===== config.mk =====
export PLATFORM = sky130hd
export DESIGN_NAME = kuf_sequencer
export DESIGN_NICKNAME = d
export VERILOG_FILES = /design/src/kuf_pkg.sv /design/src/kuf_sequencer.sv
export SDC_FILE = /design/constraint.sdc
export NUM_CORES = 1
export LEC_CHECK = 0
export BUFFER_PORTS_ARGS = -buffer_cell sky130_fd_sc_hd__buf_2
export CORE_MARGIN = 4
export CORE_UTILIZATION = 50
export DETAILED_ROUTE_END_ITERATION = 7
export PLACE_DENSITY = 0.93
export REMOVE_ABC_BUFFERS = 1
export SETUP_SLACK_MARGIN = 0.1
export SYNTH_ARGS = -nofsm -noshare
export SYNTH_HDL_FRONTEND = slang
export SYNTH_SLANG_ARGS = --single-unit
export TNS_END_PERCENT = 100

===== constraint.sdc =====
create_clock -name clk -period 6.7 [get_ports clk]
set_input_delay 0.67 -clock clk [delete_from_list [all_inputs] [get_ports clk]]
set_output_delay 0.67 -clock clk [all_outputs]
set_load 0.02 [all_outputs]

===== src/kuf_pkg.sv =====
// ----------------------------------------------------------------------------
// kuf_pkg
// shared types, codes and the control store of the union-find edge filter
// ----------------------------------------------------------------------------
package kuf_pkg;

	// fixed field widths
	localparam int ID_W       = 12;
	localparam int WEIGHT_W   = 32;
	localparam int IN_DATA_W  = 56;
	localparam int OUT_DATA_W = 72;

	// default parameter values
	localparam int NODES_DEF       = 4096;
	localparam int WEIGHT_BITS_DEF = 32;
	localparam int ID_SPACE        = 1 << ID_W;

	// step counter
	localparam int STEP_W = 4;

	// program steps
	localparam logic [STEP_W-1:0] ST_CLR  = 4'd0;
	localparam logic [STEP_W-1:0] ST_IDLE = 4'd1;
	localparam logic [STEP_W-1:0] ST_CHK  = 4'd2;
	localparam logic [STEP_W-1:0] ST_MS   = 4'd3;
	localparam logic [STEP_W-1:0] ST_MD   = 4'd4;
	localparam logic [STEP_W-1:0] ST_FUS  = 4'd5;
	localparam logic [STEP_W-1:0] ST_CIS  = 4'd6;
	localparam logic [STEP_W-1:0] ST_CSS  = 4'd7;
	localparam logic [STEP_W-1:0] ST_FID  = 4'd8;
	localparam logic [STEP_W-1:0] ST_FUD  = 4'd9;
	localparam logic [STEP_W-1:0] ST_CID  = 4'd10;
	localparam logic [STEP_W-1:0] ST_CSD  = 4'd11;
	localparam logic [STEP_W-1:0] ST_LINK = 4'd12;
	localparam logic [STEP_W-1:0] ST_DONE = 4'd13;

	// read address select
	typedef enum logic [1:0] {
		RA_SRC,
		RA_DST,
		RA_NODE,
		RA_PAR
	} kuf_ra_t;

	// write select
	typedef enum logic [2:0] {
		WR_NONE,
		WR_CLR,
		WR_MARK,
		WR_COMP,
		WR_LINK
	} kuf_wr_t;

	// load select for the node and root registers
	typedef enum logic [1:0] {
		LD_HOLD,
		LD_SRC,
		LD_DST,
		LD_PAR
	} kuf_ld_t;

	// jump conditions
	typedef enum logic [2:0] {
		C_NONE,
		C_CLR_LAST,
		C_IN,
		C_ERR,
		C_ROOT,
		C_NODE_ROOT,
		C_OUT_FREE
	} kuf_cond_t;

	// one control word
	typedef struct packed {
		kuf_ra_t           ra_sel;
		kuf_wr_t           wr_sel;
		kuf_ld_t           node_ld;
		kuf_ld_t           root_ld;
		logic              rs_ld;
		logic              take;
		logic              link;
		logic              out_ld;
		kuf_cond_t         cond;
		logic              else_stay;
		logic [STEP_W-1:0] target;
	} kuf_uword_t;

	// datapath status seen by the sequencer
	typedef struct packed {
		logic clr_last;
		logic in_valid;
		logic err;
		logic par_root;
		logic node_root;
		logic out_free;
	} kuf_flags_t;

	// control store
	function automatic kuf_uword_t kuf_ucode(input logic [STEP_W-1:0] step);
		kuf_uword_t w;
		w = '{ra_sel: RA_SRC, wr_sel: WR_NONE, node_ld: LD_HOLD, root_ld: LD_HOLD,
			rs_ld: 1'b0, take: 1'b0, link: 1'b0, out_ld: 1'b0, cond: C_NONE,
			else_stay: 1'b0, target: ST_IDLE};
		case (step)
			ST_CLR: begin
				w.wr_sel    = WR_CLR;
				w.cond      = C_CLR_LAST;
				w.else_stay = 1'b1;
				w.target    = ST_IDLE;
			end
			ST_IDLE: begin
				w.take      = 1'b1;
				w.cond      = C_IN;
				w.else_stay = 1'b1;
				w.target    = ST_CHK;
			end
			ST_CHK: begin
				w.ra_sel = RA_SRC;
				w.cond   = C_ERR;
				w.target = ST_DONE;
			end
			ST_MS: begin
				w.wr_sel = WR_MARK;
				w.ra_sel = RA_DST;
			end
			ST_MD: begin
				w.wr_sel  = WR_MARK;
				w.ra_sel  = RA_SRC;
				w.node_ld = LD_SRC;
				w.root_ld = LD_SRC;
			end
			ST_FUS: begin
				w.ra_sel    = RA_PAR;
				w.root_ld   = LD_PAR;
				w.cond      = C_ROOT;
				w.else_stay = 1'b1;
				w.target    = ST_CIS;
			end
			ST_CIS: begin
				w.ra_sel = RA_NODE;
				w.cond   = C_NODE_ROOT;
				w.target = ST_FID;
			end
			ST_CSS: begin
				w.wr_sel    = WR_COMP;
				w.ra_sel    = RA_PAR;
				w.node_ld   = LD_PAR;
				w.cond      = C_ROOT;
				w.else_stay = 1'b1;
				w.target    = ST_FID;
			end
			ST_FID: begin
				w.rs_ld   = 1'b1;
				w.ra_sel  = RA_DST;
				w.node_ld = LD_DST;
				w.root_ld = LD_DST;
			end
			ST_FUD: begin
				w.ra_sel    = RA_PAR;
				w.root_ld   = LD_PAR;
				w.cond      = C_ROOT;
				w.else_stay = 1'b1;
				w.target    = ST_CID;
			end
			ST_CID: begin
				w.ra_sel = RA_NODE;
				w.cond   = C_NODE_ROOT;
				w.target = ST_LINK;
			end
			ST_CSD: begin
				w.wr_sel    = WR_COMP;
				w.ra_sel    = RA_PAR;
				w.node_ld   = LD_PAR;
				w.cond      = C_ROOT;
				w.else_stay = 1'b1;
				w.target    = ST_LINK;
			end
			ST_LINK: begin
				w.wr_sel = WR_LINK;
				w.link   = 1'b1;
			end
			ST_DONE: begin
				w.out_ld    = 1'b1;
				w.cond      = C_OUT_FREE;
				w.else_stay = 1'b1;
				w.target    = ST_IDLE;
			end
			default: begin
				w.target = ST_IDLE;
				w.cond   = C_NONE;
			end
		endcase
		// unused codes jump to idle on a valid input, else step on and wrap into the clearing pass
		if (step > ST_DONE) begin
			w.cond      = C_IN;
			w.take      = 1'b0;
			w.else_stay = 1'b0;
			w.target    = ST_IDLE;
		end
		return w;
	endfunction

endpackage


===== src/kuf_sequencer.sv =====
// ----------------------------------------------------------------------------
// kuf_sequencer
// step counter and control store with conditional jumps
// ----------------------------------------------------------------------------
module kuf_sequencer
	import kuf_pkg::*;
(
	input  logic       clk,
	input  logic       arst_n,
	input  kuf_flags_t flags,
	output kuf_uword_t uword
);

	logic [STEP_W-1:0] step_q;
	logic              hit;

	assign uword = kuf_ucode(step_q);

	// condition select
	always_comb begin
		case (uword.cond)
			C_NONE:      hit = 1'b0;
			C_CLR_LAST:  hit = flags.clr_last;
			C_IN:        hit = flags.in_valid;
			C_ERR:       hit = flags.err;
			C_ROOT:      hit = flags.par_root;
			C_NODE_ROOT: hit = flags.node_root;
			C_OUT_FREE:  hit = flags.out_free;
			default:     hit = 1'b0;
		endcase
	end

	// step counter, clearing pass first after reset
	always_ff @(posedge clk or negedge arst_n) begin
		if (!arst_n) begin
			step_q <= ST_CLR;
		end else if (hit) begin
			step_q <= uword.target;
		end else if (!uword.else_stay) begin
			step_q <= step_q + 1'b1;
		end
	end

endmodule


==> reports/summary.txt <==
Run status: finished, final reports clean
Slew @ Worst Pin: 674 ps
Max transition margin: 0.551
Post-synthesis simple-gate area fraction: 0.214
Clock tree sinks: 4
Post-layout net count: 123
DR vias/cell: 5.64
Number of endpoints with negative hold slack in the final report: 0
Top FF cell, synth: sky130_fd_sc_hd__dfrtp_1
Clk Tree Root Cell: sky130_fd_sc_hd__clkbuf_4
Worst clock skew: 3.85 ps
Number of placement rows: 12
DPL Wire Length: 1260 µm
Combinational family with the most area after synthesis: compound AO/OA/AOI/OAI gates
Total die area: 2010 µm²
Maximum number of pins on one net before global-route repair: 25
Setup-violating endpoint count in the final report: 0
CP Capture Type: output pin
Die extent in x: 44.8 µm
Largest register FFs: 4
Leftover overflow at the end of global routing: 0
Avg Synthesized Cell Area: 8.06 µm²
Final count of pins violating max slew: 0
Post-route ant nets: 0
Register with the most flip-flops: step_q
Compound-Gate Fraction of Synth Area: 0.298
Max Clk Rate: 395 MHz
Cell types with the largest area share after synthesis: sky130_fd_sc_hd__dfrtp_1 (15%), sky130_fd_sc_hd__ha_1 (9.2%), sky130_fd_sc_hd__mux2_2 (8.3%)
Area of the core: 1190 µm²
Clock insertion delay at the later pin of the skew report: 230 ps
Post-synthesis cell count: 84
Detailed-routing iteration count for the pre-antenna-repair pass: 4
Sequential share of the synthesized area: 0.148
WP data required: 6030 ps
Weighted congestion reported at the end of routability-driven placement: 0.811
Initial antenna violation count: 0
Post-synthesis to final-layout area growth: 21.6%
Routed via count: 688
# resized after CTS: 0
Count of cell types in the netlist: 35
Synth warnings: 0
First-pass GRT wire length: 2570 µm
TritonCTS buffer count: 3
Maximum fanout count along the critical path: 23
Die Span Y: 44.8 µm
Critical path class: reg2out
Adder and majority gate portion of the synthesized area: 0.0924
Hold Crit Class: in2async
Count of hold buffers inserted by post-cts repair: 0
Vias in the first global route: 574
Total wire length: 1600 µm
Buffer count from post-CTS setup fixing: 0
Mux cell area share after synthesis: 0.120
Top-level port count: 29
Effective utilization at floorplan: 0.571
Antenna diode count: 0
Worst endpoint data arrival time: 1860 ps
Total of buffers placed on input and output ports: 28
Average wire per standard cell: 13.1 µm
Share of post-route cells with drive strength above 1: 0.389
Number of remaining DRC errors: 0
Xor-xnor portion of the synthesized cell area: 0.0388
Library cell occupying the most area in the post-synthesis netlist: sky130_fd_sc_hd__dfrtp_1
Maximum number of buffers from clock root to sink: 2
Max_cap viols: 0
H-Tree Level Count: 1
TritonCTS clock tree: yes
Number of synthesized flops with an enable pin: 0
Async S/R FF share, synth: 1.00
Largest registers: step_q x4
Post-route clock period utilization: 0.378
Cell area after synthesis: 677 µm²
Final total negative setup slack: 0 ps
Shortest period the worst path allows: 2530 ps
Iteration-0 DRC count of the detailed router: 20
Kind of start point of the critical path: register
Share of Yosys cell area claimed by the top area cell type: 0.148
Number of synthesized register bits: 4
Overall routing resource usage: 0.173
CTS clock-pin slew for the worst setup and hold paths: 40 ps
RSZ-0062 raised after global routing: false
## Yosys cell counts, types with 2 or more instances
library cell and number:
sky130_fd_sc_hd__a21oi_1 7, sky130_fd_sc_hd__inv_1 7, sky130_fd_sc_hd__ha_1 5, sky130_fd_sc_hd__mux2_2 5, sky130_fd_sc_hd__nor2_1 5, sky130_fd_sc_hd__o21ai_0 5
sky130_fd_sc_hd__dfrtp_1 4, sky130_fd_sc_hd__nand2_1 4, sky130_fd_sc_hd__o22ai_1 4, sky130_fd_sc_hd__buf_2 3, sky130_fd_sc_hd__nand2b_1 3, sky130_fd_sc_hd__nor2b_1 3
sky130_fd_sc_hd__and3_1 2, sky130_fd_sc_hd__buf_1 2, sky130_fd_sc_hd__nand3b_1 2, sky130_fd_sc_hd__nor3_1 2, sky130_fd_sc_hd__o21a_1 2, sky130_fd_sc_hd__xor2_1 2
## worst paths after layout
check | from | end | slack, ps | depth (start not counted)
worst max-delay path | step_q[3] | uword[6] | 4170 | 3
worst min-delay path | arst_n | step_q[0] | 230 | 1
worst max register to register | step_q[0] | step_q[3] | 4280 | 7
worst min register to register | step_q[1] | step_q[1] | 730 | 2
max in group asynchronous | arst_n | step_q[3] | 6350 | 1
min in group clk | step_q[1] | step_q[1] | 730 | 2
## worst max-delay path: stages, from the launching register on
cell,delay [ps]
sky130_fd_sc_hd__dfrtp_1,760
sky130_fd_sc_hd__nand2_1,270
sky130_fd_sc_hd__o22ai_2,360
sky130_fd_sc_hd__buf_2,230
## per-stage QoR
step           utilization  hold WS [ps]  cell area [µm²]  worst slack [ps]  instances
2_1_floorplan            -           374              643              4370         77
5_1_grt              0.694           218              823              3990        122
3_5_place_dp         0.675           478              801              4290        119
6_report             0.694           232              823              4170        122
3_3_place_gp         0.675           475              801              4350        119
4_1_cts              0.694           224              823              4150        122
## routing by layer
metal | track usage | part of all wire
met2 | 0.284 | 0.50
met3 | 0.0239 | 0.061
met4 | 0.105 | 0.023
met5 | 0 | 0
met1 | 0.212 | 0.42
## logic make-up (layout without fill, tap and decap cells)
group                      count (synthesis)  count (layout)
and+or+nand+nor                           24              24
muxes                                      7               7
DFF                                        4               4
AOI/OAI and AO/OA                         27              27
adders and majority gates                  5               5
buffers and inverters                     14              38
xor gates and xnor gates                   3               3
## layout by cell type, fill, tap and decap left out, types with 3 or more instances in the layout
cell and instances:
sky130_fd_sc_hd__buf_2 28, sky130_fd_sc_hd__a21oi_1 7, sky130_fd_sc_hd__ha_1 5, sky130_fd_sc_hd__nor2b_1 3, sky130_fd_sc_hd__nand2_1 4, sky130_fd_sc_hd__clkbuf_4 3, sky130_fd_sc_hd__inv_1 7, sky130_fd_sc_hd__dfrtp_1 4
sky130_fd_sc_hd__o21ai_0 5, sky130_fd_sc_hd__nand2b_1 3, sky130_fd_sc_hd__o22ai_1 4, sky130_fd_sc_hd__mux2_2 5, sky130_fd_sc_hd__nor2_1 5
## cell type report
class                           instances  area, µm²
Fill cell                             101        363
Multi-Input combinational cell         66        517
Sequential cell                         4        100
Clock buffer                            3       22.5
Tap cell                               14       17.5
Timing Repair Buffer                   28        140
Inverter                                7       26.3
Power is left out: the tool's default activity adds up to more than one toggle a clock period on the data nets, which glitch-free logic cannot reach.
